**src/rtl/rfps_pkg.sv**
```systemverilog
// ============================================================================
// rfps_pkg: shared types and constants for the range frame parser
// Frame phase codes, byte codes, register map and the records that pass
// between the parser, the speed unit and the top level.
// ============================================================================
package rfps_pkg;

    localparam int DIST_W  = 14;
    localparam int SPEED_W = 22;
    localparam int SCALE_W = 8;
    localparam int PHASE_W = 3;

    // Frame phases: idle, four digit slots, skip to carriage return
    localparam logic [PHASE_W-1:0] PH_IDLE = 3'd0;
    localparam logic [PHASE_W-1:0] PH_D1   = 3'd1;
    localparam logic [PHASE_W-1:0] PH_D2   = 3'd2;
    localparam logic [PHASE_W-1:0] PH_D3   = 3'd3;
    localparam logic [PHASE_W-1:0] PH_D4   = 3'd4;
    localparam logic [PHASE_W-1:0] PH_SKIP = 3'd5;

    localparam logic [7:0] START_BYTE = 8'h52;  // 'R'
    localparam logic [7:0] CR_BYTE    = 8'h0D;
    localparam logic [7:0] ZERO_CHAR  = 8'h30;
    localparam logic [7:0] NINE_CHAR  = 8'h39;

    // Register map, index = paddr[3:2]
    localparam logic [1:0] REG_MIN_DIST  = 2'd0;
    localparam logic [1:0] REG_MAX_DIST  = 2'd1;
    localparam logic [1:0] REG_SPD_SCALE = 2'd2;

    localparam logic [DIST_W-1:0]  MIN_DIST_RST  = 14'd300;
    localparam logic [DIST_W-1:0]  MAX_DIST_RST  = 14'd5000;
    localparam logic [SCALE_W-1:0] SPD_SCALE_RST = 8'd36;

    typedef struct packed {
        logic [DIST_W-1:0]  min_dist;
        logic [DIST_W-1:0]  max_dist;
        logic [SCALE_W-1:0] scale;
    } cfg_t;

    // Completed-frame event from the parser
    typedef struct packed {
        logic              done;
        logic              bad;
        logic [DIST_W-1:0] distance;
    } frame_evt_t;

    // Speed unit view after the frame
    typedef struct packed {
        logic [SPEED_W-1:0] speed;
        logic               toward;
        logic               fresh;
        logic               pair_end;
    } speed_res_t;

endpackage

```
**src/rtl/range_frame_parser_speed.sv**
```systemverilog
// ============================================================================
// range_frame_parser_speed: ultrasonic ranger frame parser with speed estimate
// Parses 'R' + digits + CR frames from a serial byte stream and reports each
// reading together with a held speed computed over pairs of frames.
// ============================================================================
// The block takes one received byte per input transfer and can take one
// every clock cycle while the result side is not stalled: a byte goes into
// an input register, is parsed and, when it completes a frame, the result
// is registered in an output register. Input and output registers sit
// between the two sides; a stalled result holds the byte behind it, and
// the full input register then refuses new bytes. Each completed frame
// (carriage return after four digits, or a non-digit where a digit is due)
// yields one output transfer; all other bytes yield none. Frames alternate
// first/second of a pair; on the second frame the speed |second - first| *
// speed_scale is updated when both readings lie strictly inside
// (min_distance, max_distance), and zeroed when the second reading equals
// min_distance. m_tlast marks the second frame of a pair. Registers sit at
// byte addresses 0, 4, 8 and should be written only while the stream is idle.
module range_frame_parser_speed
(
    input  logic        clk,
    input  logic        rst_n,
    // stream in
    input  logic        s_tvalid,
    output logic        s_tready,
    input  logic [7:0]  s_tdata,    // [7:0] rx_byte
    // stream out
    output logic        m_tvalid,
    input  logic        m_tready,
    output logic [39:0] m_tdata,    // [13:0] distance, [35:14] speed, [36] toward, zero fill
    output logic        m_tlast,    // pair_end
    output logic [1:0]  m_tuser,    // [0] speed_fresh, [1] malformed
    // register port
    input  logic        psel,
    input  logic        penable,
    input  logic        pwrite,
    input  logic [3:0]  paddr,
    input  logic [31:0] pwdata,
    output logic [31:0] prdata,
    output logic        pready
);
    import rfps_pkg::*;

    cfg_t               cfg_reg;
    logic               cfg_wr;

    logic               in_valid_reg;
    logic [7:0]         in_byte_reg;
    logic               out_valid_reg;
    logic [DIST_W-1:0]  out_dist_reg;
    speed_res_t         out_res_reg;
    logic               out_bad_reg;

    logic               out_free;
    logic               proc;
    frame_evt_t         evt;
    speed_res_t         res;

    // ---------------- register port ----------------
    assign pready = 1'b1;
    assign cfg_wr = psel && penable && pwrite && pready;

    always_ff @(posedge clk or negedge rst_n)
    begin
        if (!rst_n)
        begin
            cfg_reg.min_dist <= MIN_DIST_RST;
            cfg_reg.max_dist <= MAX_DIST_RST;
            cfg_reg.scale    <= SPD_SCALE_RST;
        end
        else if (cfg_wr)
        begin
            case (paddr[3:2])
                REG_MIN_DIST:  cfg_reg.min_dist <= pwdata[DIST_W-1:0];
                REG_MAX_DIST:  cfg_reg.max_dist <= pwdata[DIST_W-1:0];
                REG_SPD_SCALE: cfg_reg.scale    <= pwdata[SCALE_W-1:0];
                default:       ;  // drop writes outside the map
            endcase
        end
    end

    always_comb
    begin
        case (paddr[3:2])
            REG_MIN_DIST:  prdata = {{(32-DIST_W){1'b0}}, cfg_reg.min_dist};
            REG_MAX_DIST:  prdata = {{(32-DIST_W){1'b0}}, cfg_reg.max_dist};
            REG_SPD_SCALE: prdata = {{(32-SCALE_W){1'b0}}, cfg_reg.scale};
            default:       prdata = '0;
        endcase
    end

    // ---------------- flow control ----------------
    // The held byte advances when the result slot is empty or drains this
    // cycle; the input register refills whenever its byte advances.
    assign out_free = !out_valid_reg || m_tready;
    assign proc     = in_valid_reg && out_free;
    assign s_tready = !in_valid_reg || proc;

    always_ff @(posedge clk or negedge rst_n)
    begin
        if (!rst_n)
            in_valid_reg <= 1'b0;
        else if (s_tready)
            in_valid_reg <= s_tvalid;
    end

    always_ff @(posedge clk)
    begin
        if (s_tready && s_tvalid)
            in_byte_reg <= s_tdata;
    end

    // ---------------- datapath ----------------
    rfps_frame u_frame
    (
        .clk     (clk),
        .rst_n   (rst_n),
        .en      (proc),
        .rx_byte (in_byte_reg),
        .evt     (evt)
    );

    rfps_speed u_speed
    (
        .clk   (clk),
        .rst_n (rst_n),
        .en    (proc),
        .evt   (evt),
        .cfg   (cfg_reg),
        .res   (res)
    );

    // ---------------- result register ----------------
    always_ff @(posedge clk or negedge rst_n)
    begin
        if (!rst_n)
            out_valid_reg <= 1'b0;
        else if (out_free)
            out_valid_reg <= proc && evt.done;
    end

    always_ff @(posedge clk)
    begin
        if (proc && evt.done)
        begin
            out_dist_reg <= evt.distance;
            out_res_reg  <= res;
            out_bad_reg  <= evt.bad;
        end
    end

    assign m_tvalid = out_valid_reg;
    assign m_tdata  = {3'b000, out_res_reg.toward, out_res_reg.speed, out_dist_reg};
    assign m_tlast  = out_res_reg.pair_end;
    assign m_tuser  = {out_bad_reg, out_res_reg.fresh};

endmodule

```
**src/rtl/rfps_frame.sv**
```systemverilog
// ============================================================================
// rfps_frame: ASCII frame parser
// Waits for the start byte, gathers up to four decimal digits and skips to
// the carriage return; flags a frame cut short by a non-digit.
// ============================================================================
module rfps_frame
(
    input  logic                      clk,
    input  logic                      rst_n,
    input  logic                      en,
    input  logic [7:0]                rx_byte,
    output rfps_pkg::frame_evt_t      evt
);
    import rfps_pkg::*;

    logic [PHASE_W-1:0] phase_reg;
    logic [PHASE_W-1:0] phase_next;
    logic [DIST_W-1:0]  accum_reg;
    logic [DIST_W-1:0]  accum_next;
    logic               is_digit;
    logic [DIST_W+2:0]  mac;

    assign is_digit = (rx_byte >= ZERO_CHAR) && (rx_byte <= NINE_CHAR);
    // accum * 10 + digit, wrapped to the accumulator width
    assign mac = {accum_reg, 3'b000} + {2'b00, accum_reg, 1'b0}
               + {{(DIST_W-1){1'b0}}, rx_byte[3:0]};

    always_comb
    begin
        phase_next   = phase_reg;
        accum_next   = accum_reg;
        evt.done     = 1'b0;
        evt.bad      = 1'b0;
        evt.distance = accum_reg;
        case (phase_reg)
            PH_D1, PH_D2, PH_D3, PH_D4:
            begin
                if (is_digit)
                begin
                    accum_next = mac[DIST_W-1:0];
                    phase_next = (phase_reg == PH_D4) ? PH_SKIP : phase_reg + 3'd1;
                end
                else
                begin
                    evt.done   = 1'b1;
                    evt.bad    = 1'b1;
                    phase_next = PH_IDLE;
                    accum_next = '0;
                end
            end
            PH_SKIP:
            begin
                if (rx_byte == CR_BYTE)
                begin
                    evt.done   = 1'b1;
                    phase_next = PH_IDLE;
                    accum_next = '0;
                end
            end
            default:
            begin
                phase_next = PH_IDLE;
                if (rx_byte == START_BYTE)
                begin
                    phase_next = PH_D1;
                    accum_next = '0;
                end
            end
        endcase
    end

    always_ff @(posedge clk or negedge rst_n)
    begin
        if (!rst_n)
        begin
            phase_reg <= PH_IDLE;
            accum_reg <= '0;
        end
        else if (en)
        begin
            phase_reg <= phase_next;
            accum_reg <= accum_next;
        end
    end

endmodule

```
**src/rtl/rfps_speed.sv**
```systemverilog
// ============================================================================
// rfps_speed: pairwise speed estimate
// Stores the first reading of a pair, and on the second one computes and
// holds |diff| * scale with direction if both lie in window; 0 at min_dist.
// ============================================================================
module rfps_speed
(
    input  logic                  clk,
    input  logic                  rst_n,
    input  logic                  en,
    input  rfps_pkg::frame_evt_t  evt,
    input  rfps_pkg::cfg_t        cfg,
    output rfps_pkg::speed_res_t  res
);
    import rfps_pkg::*;

    logic                pair_second_reg;
    logic [DIST_W-1:0]   first_reading_reg;
    logic                first_in_range_reg;
    logic [SPEED_W-1:0]  held_speed_reg;
    logic                held_toward_reg;

    logic                cur_in_range;
    logic                first_larger;
    logic [DIST_W-1:0]   diff;
    logic [SPEED_W-1:0]  product;

    assign cur_in_range = (evt.distance > cfg.min_dist) && (evt.distance < cfg.max_dist);
    assign first_larger = first_reading_reg > evt.distance;
    assign diff = first_larger ? (first_reading_reg - evt.distance)
                               : (evt.distance - first_reading_reg);
    // 14 x 8 bits never exceeds the 22-bit result
    assign product = SPEED_W'(diff) * SPEED_W'(cfg.scale);

    always_comb
    begin
        res.speed    = held_speed_reg;
        res.toward   = held_toward_reg;
        res.fresh    = 1'b0;
        res.pair_end = pair_second_reg;
        if (pair_second_reg)
        begin
            if (first_in_range_reg && cur_in_range)
            begin
                res.speed  = product;
                res.toward = first_larger;
                res.fresh  = 1'b1;
            end
            if (evt.distance == cfg.min_dist)
            begin
                res.speed = '0;
                res.fresh = 1'b1;
            end
        end
    end

    always_ff @(posedge clk or negedge rst_n)
    begin
        if (!rst_n)
        begin
            pair_second_reg    <= 1'b0;
            first_reading_reg  <= '0;
            first_in_range_reg <= 1'b0;
            held_speed_reg     <= '0;
            held_toward_reg    <= 1'b0;
        end
        else if (en && evt.done)
        begin
            pair_second_reg <= !pair_second_reg;
            held_speed_reg  <= res.speed;
            held_toward_reg <= res.toward;
            if (!pair_second_reg)
            begin
                first_reading_reg  <= evt.distance;
                first_in_range_reg <= cur_in_range;
            end
        end
    end

endmodule
```
**config.mk**
```make
export PLATFORM = sky130hd
export DESIGN_NAME = range_frame_parser_speed
export DESIGN_NICKNAME = d
export VERILOG_FILES = /design/src/rtl/rfps_pkg.sv /design/src/rtl/range_frame_parser_speed.sv /design/src/rtl/rfps_frame.sv /design/src/rtl/rfps_speed.sv
export SDC_FILE = /design/constraint.sdc
export NUM_CORES = 1
export LEC_CHECK = 0
export CAP_MARGIN = 20
export CORE_ASPECT_RATIO = 0.5
export CORE_MARGIN = 3
export CORE_UTILIZATION = 35
export DETAILED_ROUTE_END_ITERATION = 8
export DONT_BUFFER_PORTS = 1
export PLACE_DENSITY_LB_ADDON = 0.05
export SLEW_MARGIN = 20
export SYNTH_ARGS = -nofsm -noshare
export SYNTH_HDL_FRONTEND = slang
export SYNTH_HIERARCHICAL = 1
export SYNTH_SLANG_ARGS = --single-unit
```
**constraint.sdc**
```tcl
create_clock -name clk -period 7.7 [get_ports clk]
set_input_delay 0 -clock clk [delete_from_list [all_inputs] [get_ports clk]]
set_output_delay 0 -clock clk [all_outputs]
set_load 0.005 [all_outputs]
```
# Word level (Yosys, flattened, before mapping)
# Index checks and enable logic that the tools add are counted.
[totals] register_bits=142 in_bits=51 output_inout_bits=78 elab_cells=82
[op_classes] n_addsub=5 mul=1 magnitude_cmp=5 n_eq_ne=11 n_mux=18 bitwise_logic=1 reduce_logical=22
[op_table] cell="$mux W14" n=4
[op_table] cell="$mux W24" n=2
[op_table] cell="$pmux W14 S3" n=1
[op_table] cell="$gt A14 B14 Y1" n=2
[op_table] cell="$pmux W14 S2" n=1
[op_table] cell="$sub A14 B14 Y14" n=2
[op_table] cell="$mul A14 B8 Y22" n=1
[op_table] cell="$mux W22" n=1
[op_table] cell="$add A14 B14 Y14" n=1
[op_table] cell="$add A14 B4 Y14" n=1
[op_table] cell="$eq A14 B14 Y1" n=1
[op_table] cell="$lt A14 B14 Y1" n=1
[op_table] cell="$reduce_and A2 Y1" n=5
[op_table] cell="$mux W3" n=3
[op_table] cell="$eq A8 B4 Y1 const B" n=1
[op_table] cell="$eq A8 B7 Y1 const B" n=1
[op_table] cell="$ge A8 B6 Y1 const B" n=1
[op_table] cell="$le A8 B6 Y1 const B" n=1
[op_table] cell="$logic_and A1 B1 Y1" n=8
[op_table] cell="$eq A3 B2 Y1 const B" n=2
[op_table] cell="$eq A3 B3 Y1 const B" n=2
[op_table] cell="$pmux W3 S2" n=1
[op_table] cell="$reduce_or A4 Y1" n=1
[op_table] cell="$add A3 B1 Y3 const B" n=1
[op_table] cell="13 further kinds" n=18

# Longest topological paths before layout
# Gate-level depths: netlist (run 1).
[logic_depth] word_depth=6 mapped_depth=29 ltp_nobuf=28

# Modules after synthesis
# The synthesis (run 1) kept the hierarchy.
[by_module_without_submodules] mod="rfps_speed" n_inst=1 cells_per_inst=859 area_per_inst_um2=7459.7 seq_area_each_um2=975.9
[by_module_without_submodules] mod="range_frame_parser_speed" n_inst=1 cells_per_inst=205 area_per_inst_um2=3405.8 seq_area_each_um2=2406.1
[by_module_without_submodules] mod="rfps_frame" n_inst=1 cells_per_inst=158 area_per_inst_um2=1556.5 seq_area_each_um2=425.4

# Least setup slack after synthesis (run 1)
# Ideal clock, no wire load.
[synth_timing] kind="reg2reg" startpoint="register u_frame.accum_reg[8]" endpoint="register out_res_reg (netlist bit m_tdata[35]), data pin" setup_time_ps=257 t_arrival_ps=6550 t_required_ps=7443 slack_ps=892 stages_incl_launch_ff=28 path_buffers=2 period_less_slack_ps=6808 cell_sequence="dfrtp_1 > inv_1 > ha_1 > buf_6 > nand4_4 > or4_1 > and2_0 > buf_2 > nor2_4 > mux2i_1 > xor2_1 > nand2b_1 > fa_1 > fa_1 > inv_1 > fa_1 > inv_1 > fa_1 > inv_1 > ha_1 > o21ai_0 > a211oi_1 > o31ai_1 > a21oi_1 > nand2b_1 > a311o_1 > xnor2_1 > o2bb2ai_1"
[synth_rtl] element="start: declaration" line_no="rfps_frame.sv:18" rtl="logic [DIST_W-1:0] accum_reg;"
[synth_rtl] element="start signal: assignment" line_no="rfps_frame.sv:82" rtl="accum_reg <= accum_next;"
[synth_rtl] element="end signal: assignment" line_no="range_frame_parser_speed.sv:147" rtl="out_res_reg <= res;"
[synth_rtl] element="end: declaration" line_no="range_frame_parser_speed.sv:51" rtl="speed_res_t out_res_reg;"

==> impl_results.md, run 1 <==
* FILL cells at 3474
* CP startpoint kind: register
* Max FFs per register at 36
* CTS tree: yes
* Number of inserted diodes at 0
* Status: complete, no violations
* Final setup vio count at 0
* Crit-path slowest cell: fa_1
* Met2 WL at 13600 µm
* Initial antenna violation count at 0
* Met1 wire length at 16000 µm
* Final min period at 7.35 ns
* Slew margin rel. at 40.9%
* Vias in the first global route at 8864
* Pre-Repair DR Iteration Count at 5
* Area of the multi-input gates at 0.00767 mm²
* Vias at 8571
* Die ar. at 0.0379 mm²
* Sequential share of the synthesized area at 30.7%
* Largest net degree at the start of global routing at 95
* First-pass GRT wire length at 49900 µm
* Average size of a mapped cell at 10.2 µm²
* PortBufs at 0
* Wirelength per Cell at 17.8 µm
* Met3 WL at 1100 µm
* Final Power at 2050 µW
* Bufs on Longest Clock Path at 2
* Starting density of the core at 35.8%
* CP Capture Type: register
* Mapped cell area at 0.0124 mm²
* Synth unique cells at 89
* FF/Latch Area at 0.00381 mm²
* Max Cap Viol at 0
* Yosys warnings at 6
* Max rail drop VDD at 0.120 mV
* Skew-Pair Late Insertion Delay at 0.44 ns
* Worst-path clk slew at 0.07 ns
* Cell count after synthesis at 1222
* Worst hold-check path type: input pin to register
* Cell total after placement at 1687
* Worst Tran Pin Value at 0.886 ns
* Max incr delay on CP at 0.56 ns
* # nets final at 1512
* Final Non-Filler Cells at 1750
* Number of DRC markers in iteration 0 at 479
* DR DRC count at 0
* Inserted Clock Buffers at 17
* Global placer's final weighted congestion at 0.844
* CP dominant cell by count: fa_1
* Final Hold Viols at 0
* Maximum fanout along the worst path at 8
* Global route total overflow at 0
* Area delta synth->final at 12.5%
* Period utilisation layout at 95.4%
* Num Clock Sinks at 142
* H-tree levels at 4
* Root Buffer: clkbuf_16
* RSZ-0062 raised after global routing: true
* Die width at 272 µm
* Count of pins over their slew limit at 0
* P per Cell Area at 147 mW/mm²
* Antenna viol nets, final at 0
* Fmax at 136 MHz
* Final WL at 31100 µm
* Chip height at 139 µm
* Synth Register Bits at 142
* Vias/cell at 4.90
* Critical path required time at 7.87 ns
* Leakage at 0.00655 µW
* Post-synth EDFFs at 48
* GRT Overall Usage at 16.9%
* Site Rows at 48
* Critical Path AT at 7.52 ns
* Clock Skew at 0.0107 ns
* Core Area at 0.0347 mm²
* Share of post-route cells with drive strength above 1 at 12.5%
* Dpl hpwl at 23400 µm
* Critical path class: register to register
* Max layer used: met4
* Async S/R FF share, synth at 66.2%
* I/O pins at 129
* Synth Flop Type: dfrtp_1
area by class of cell:
| class | instances | area share, % |
|---|---|---|
| clock buffers | 17 | 3.05 |
| multi-input cells | 859 | 54.9 |
| clock inverters | 15 | 1.50 |
| flip-flops and latches | 142 | 27.3 |
| well taps | 475 | 4.25 |
| repair buffers | 69 | 4.40 |
| inverters | 173 | 4.65 |
cell usage in the layout (no fill, tap or decap), drive strengths merged, types with 46 or more instances in the layout:
master	netlist	layout
a21oi	46	46
and2	71	71
ha	123	123
nor2	49	49
o21ai	46	46
a22o	47	47
dfrtp	83	83
fa	76	76
inv	173	178
nand2	71	71
edfxtp	48	48
what timing repair did:
item	CTS	global route
hold buffers	30	0
setup buffers	0	1
endpoints found under the hold margin	148	0
endpoints found under the setup margin	0	15
gates resized for setup	0	18
logic make-up after synthesis:
group | Yosys count | share of synthesized area, %
and+or+nand+nor | 315 | 14.0
buffers and inverters | 241 | 9.12
AOI/OAI and AO/OA | 230 | 13.4
adders and majority gates | 199 | 24.6
DFF | 142 | 30.7
muxes | 59 | 5.42
xor gates and xnor gates | 34 | 2.64
other | 2 | 0.0605
worst max-delay path: cells and delay by family, from the launching register on:
family	cells	cell delay (ns)
adder cells (fa/ha/maj)	7	3.07
multiplexers	1	0.33
AO/OA/AOI/OAI	8	1.86
AND/OR/NAND/NOR	4	0.81
XOR/XNOR	2	0.32
flip-flops	1	0.43
buffers and inverters	4	0.24
per-layer routing:
layer	global-route usage, %	vias to the layer above
li1	-	4195
met5	0	-
met2	25.7	144
met1	24.4	4211
met3	3.65	21
met4	3.80	0
power by group:
group	internal [µW]	total [µW]	switching, µW
clock	549	911	362
sequential	836	924	87.7
combinational	114	216	102
total	1500	2050	552
worst paths after layout:
kind                                                        start  slack, ns                                      to  depth (start not counted)
hold / removal                                           paddr[3]       0.03                  cfg_reg[7]$_DFFE_PN0P_                          2
setup reg to reg                 u_frame/accum_reg[0]$_DFFE_PN0P_       0.35                   m_tdata[35]$_DFFE_PP_                         26
setup / recovery                 u_frame/accum_reg[0]$_DFFE_PN0P_       0.35                   m_tdata[35]$_DFFE_PP_                         26
hold reg to reg            u_speed/first_in_range_reg$_DFFE_PN0P_       0.47  u_speed/first_in_range_reg$_DFFE_PN0P_                          2
min in group asynchronous                                   rst_n       0.15   u_speed/held_speed_reg[5]$_DFFE_PN0P_                          2
max in group asynchronous                                   rst_n       7.05        u_frame/accum_reg[0]$_DFFE_PN0P_                          2
per-stage QoR:
stage          setup WS [ns]  cell area, µm²  TNS (ns)  hold WS (ns)  util [%]
2_1_floorplan          0.892           12500         0        -0.296         -
3_3_place_gp           0.249           12900         0        -0.293      37.2
3_5_place_dp           0.120           12900         0        -0.293      37.2
4_1_cts                0.124           13900         0       0.00437      39.9
5_1_grt              -0.0498           14000   -0.0841        0.0271      40.2
6_report               0.352           14000         0        0.0270      40.2
cell usage after synthesis, types with 3 or more instances:
library cell	number	share of area [%]
a32o_1	5	0.40
o2bb2ai_1	7	0.49
o21ai_0	43	1.7
o21a_1	6	0.36
clkbuf_1	11	0.33
buf_4	28	1.7
o21ai_1	3	0.12
mux2_4	10	1.2
dfrtp_1	83	17
buf_2	13	0.52
o211ai_1	6	0.36
inv_1	173	5.2
nor2_1	48	1.5
buf_6	12	1.1
dfstp_2	11	2.3
a21oi_1	46	1.9
ha_1	123	12
mux2i_1	23	1.9
nand2b_1	18	0.91
mux2_2	26	2.4
a221o_1	4	0.32
a21o_1	16	0.97
o31ai_1	5	0.30
xor2_1	8	0.56
o21bai_1	4	0.24
nor3_2	3	0.24
nand4_1	9	0.45
nand3_1	12	0.48
a211oi_1	7	0.42
xnor2_1	22	1.6
nor2b_1	45	2.3
and3_1	5	0.25
nor3b_1	3	0.18
a41oi_1	3	0.21
a22o_1	47	3.3
and2_1	69	3.5
a21boi_0	3	0.18
edfxtp_1	48	12
nor3_1	7	0.28
fa_1	76	12
nand2_1	69	2.1
or2_2	4	0.20
a31oi_1	3	0.15
No activity file was read; power rests on OpenSTA's default activity.
==> inputs of run 2 (changes only) <==
--- a/config.mk
+++ b/config.mk
@@ -5,12 +5,12 @@
 export SDC_FILE = /design/constraint.sdc
 export NUM_CORES = 1
 export LEC_CHECK = 0
+export BUFFER_PORTS_ARGS = -buffer_cell sky130_fd_sc_hd__buf_4
 export CAP_MARGIN = 20
 export CORE_ASPECT_RATIO = 0.5
 export CORE_MARGIN = 3
 export CORE_UTILIZATION = 35
 export DETAILED_ROUTE_END_ITERATION = 8
-export DONT_BUFFER_PORTS = 1
 export PLACE_DENSITY_LB_ADDON = 0.05
 export SLEW_MARGIN = 20
 export SYNTH_ARGS = -nofsm -noshare
==> impl_results.md, run 2 (synthesis results as in run 1) <==
* R2R cell count at 28
* Area of the multi-input gates at 0.00765 mm²
* Root Buffer: clkbuf_16
* Placement Setup Slack at 0.221 ns
* Global route total overflow at 0
* Max incr delay on CP at 0.55 ns
* Max Cap Viol at 0
* Num Clock Sinks at 142
* Inserted Clock Buffers at 17
* Final Hold Viols at 0
* FF/Latch Area at 0.00381 mm²
* First-pass GRT wire length at 50600 µm
* Period utilisation layout at 94.8%
* Switch Pwr at 560 µW
* R2R Setup Slk at 0.40 ns
* TNS Setup at 0 ns
* Status: complete, no violations
* Crit-path slowest cell: fa_1
* Combinational group share of total power at 12.5%
* Vias/cell at 4.86
* FILL cells at 3443
* Clk pwr share at 41.4%
* Fmax at 137 MHz
* Clock Skew at 0.0222 ns
* Count of pins over their slew limit at 0
* Core Area at 0.0347 mm²
* Number of DRC markers in iteration 0 at 393
* Wirelength per Cell at 17.1 µm
* Die ar. at 0.0379 mm²
* Worst hold-check path type: input pin to async pin
* Starting density of the core at 35.8%
* I/O pins at 129
* Final setup vio count at 0
* Max rail drop VDD at 0.0981 mV
* Slew margin rel. at 38.8%
* CP startpoint kind: register
* Bufs on Longest Clock Path at 2
* Dpl hpwl at 23800 µm
* Switching Fraction at 28.0%
* PortBufs at 86
* Critical path class: register to register
* Antenna viol nets, final at 0
* Critical Path End: m_tdata[35]$_DFFE_PP_
* Maximum fanout along the worst path at 8
* DR DRC count at 0
* Max FFs per register at 36
* Worst-path clk slew at 0.08 ns
* Most frequent cells in the layout: inv_1, buf_4, ha_1, dfrtp_1, fa_1
* P per Cell Area at 138 mW/mm²
* Final min period at 7.30 ns
* Pint at 1440 µW
* Share of post-route cells with drive strength above 1 at 18.3%
* Final WL at 31400 µm
* Vias in the first global route at 9118
* Sequential group share of total power at 46.2%
* H-tree levels at 4
* Die width at 272 µm
* Number of inserted diodes at 0
* Critical path required time at 7.89 ns
* Commonest non-fill, non-tap cell in the layout: inv_1
* Reg-to-Reg Start: u_frame/accum_reg[0]$_DFFE_PN0P_
* Chip height at 139 µm
* Skew-Pair Late Insertion Delay at 0.45 ns
* Pre-Repair DR Iteration Count at 4
* Hold_ws at 0.0377 ns
* Initial antenna violation count at 0
* Area delta synth->final at 16.8%
* # nets final at 1599
* CTS tree: yes
* CP Capture Type: register
* Largest net degree at the start of global routing at 66
* Final worst slack at 0.403 ns
* RSZ-0062 raised after global routing: false
* CP dominant cell by count: fa_1
* Worst Tran Pin Value at 0.917 ns
* Site Rows at 48
* Worst R2R End: m_tdata[35]$_DFFE_PP_
* Critical Path AT at 7.48 ns
* Leakage at 0.00692 µW
* CP startpoint: u_frame/accum_reg[0]$_DFFE_PN0P_
* Global placer's final weighted congestion at 0.890
* GRT Overall Usage at 17.1%
* Vias at 8926
[run 2: cell types whose count changed in the layout (fill, tap and decap cells not counted), sizes merged]
| cell | change |
|---|---|
| buf | +90 |
| clkbuf | +4 |
| bufinv | -3 |
| clkinvlp | +3 |
| dlygate4sd3 | -3 |
| clkinv | -2 |
| inv | -2 |
[run 2: how the worst min path moves through the flow]
stage / start / end / slack, ns
6_report: rst_n / u_speed/held_speed_reg[6]$_DFFE_PN0P_ / 0.04
5_1_grt: rst_n / u_speed/held_speed_reg[6]$_DFFE_PN0P_ / 0.07
4_1_cts: rst_n / u_speed/held_speed_reg[6]$_DFFE_PN0P_ / 0.03
3_5_place_dp: rst_n / u_speed/held_speed_reg[19]$_DFFE_PN0P_ / -0.03
3_3_place_gp: rst_n / u_speed/held_speed_reg[17]$_DFFE_PN0P_ / -0.02
2_1_floorplan: rst_n / cfg_reg[0]$_DFFE_PN0P_ / -0.30
[run 2: worst max-delay path, delay by kind of cell, from the launching register on]
family / cells / cell delay, ns
compound gates: 9 / 1.52
xor+xnor: 2 / 0.41
fa+ha+maj: 7 / 2.73
buf+inv: 5 / 0.51
flops: 1 / 0.45
mux: 1 / 0.30
simple gates: 4 / 1.10
[run 2: stage by stage]
stage	cells	instance area, µm²	total power, µW	util [%]
finish	1837	14500	2000	41.8
global route	1837	14500	2090	41.8
CTS	1836	14400	2030	41.5
detailed placement	1778	13600	1180	39.2
global placement	1778	13600	1170	39.1
floorplan	1242	12500	1070	-
[run 2: routing by layer]
metal	global-route usage [%]	up-vias	share of wire, %
li1	-	4363	-
met2	26.4	156	44
met5	0	-	0
met4	4.14	0	0.77
met1	24.8	4390	51
met3	3.02	17	3.9
[run 2: cell type report]
class / count / area share (%)
Multi-Input combinational cell: 859 / 52.7
Sequential cell: 142 / 26.3
Timing Repair Buffer: 156 / 8.52
Inverter: 173 / 4.48
Tap cell: 475 / 4.10
Clock buffer: 21 / 3.17
Clock inverter: 11 / 0.742
[run 2: what timing repair did]
| action | in CTS | in global routing |
|---|---|---|
| buffers inserted | 0 | 1 |
| endpoints found under the setup margin | 0 | 11 |
| endpoints found under the hold margin | 75 | 0 |
| gates resized for setup | 0 | 13 |
| hold buffers | 26 | 0 |
[run 2: power by group through the flow]
stage,Clock [µW],Combinational (µW),Sequential (µW)
floorplan,0,184,883
global placement,0,235,937
detailed placement,0,239,938
CTS,859,252,923
global route,881,279,933
finish,826,249,922
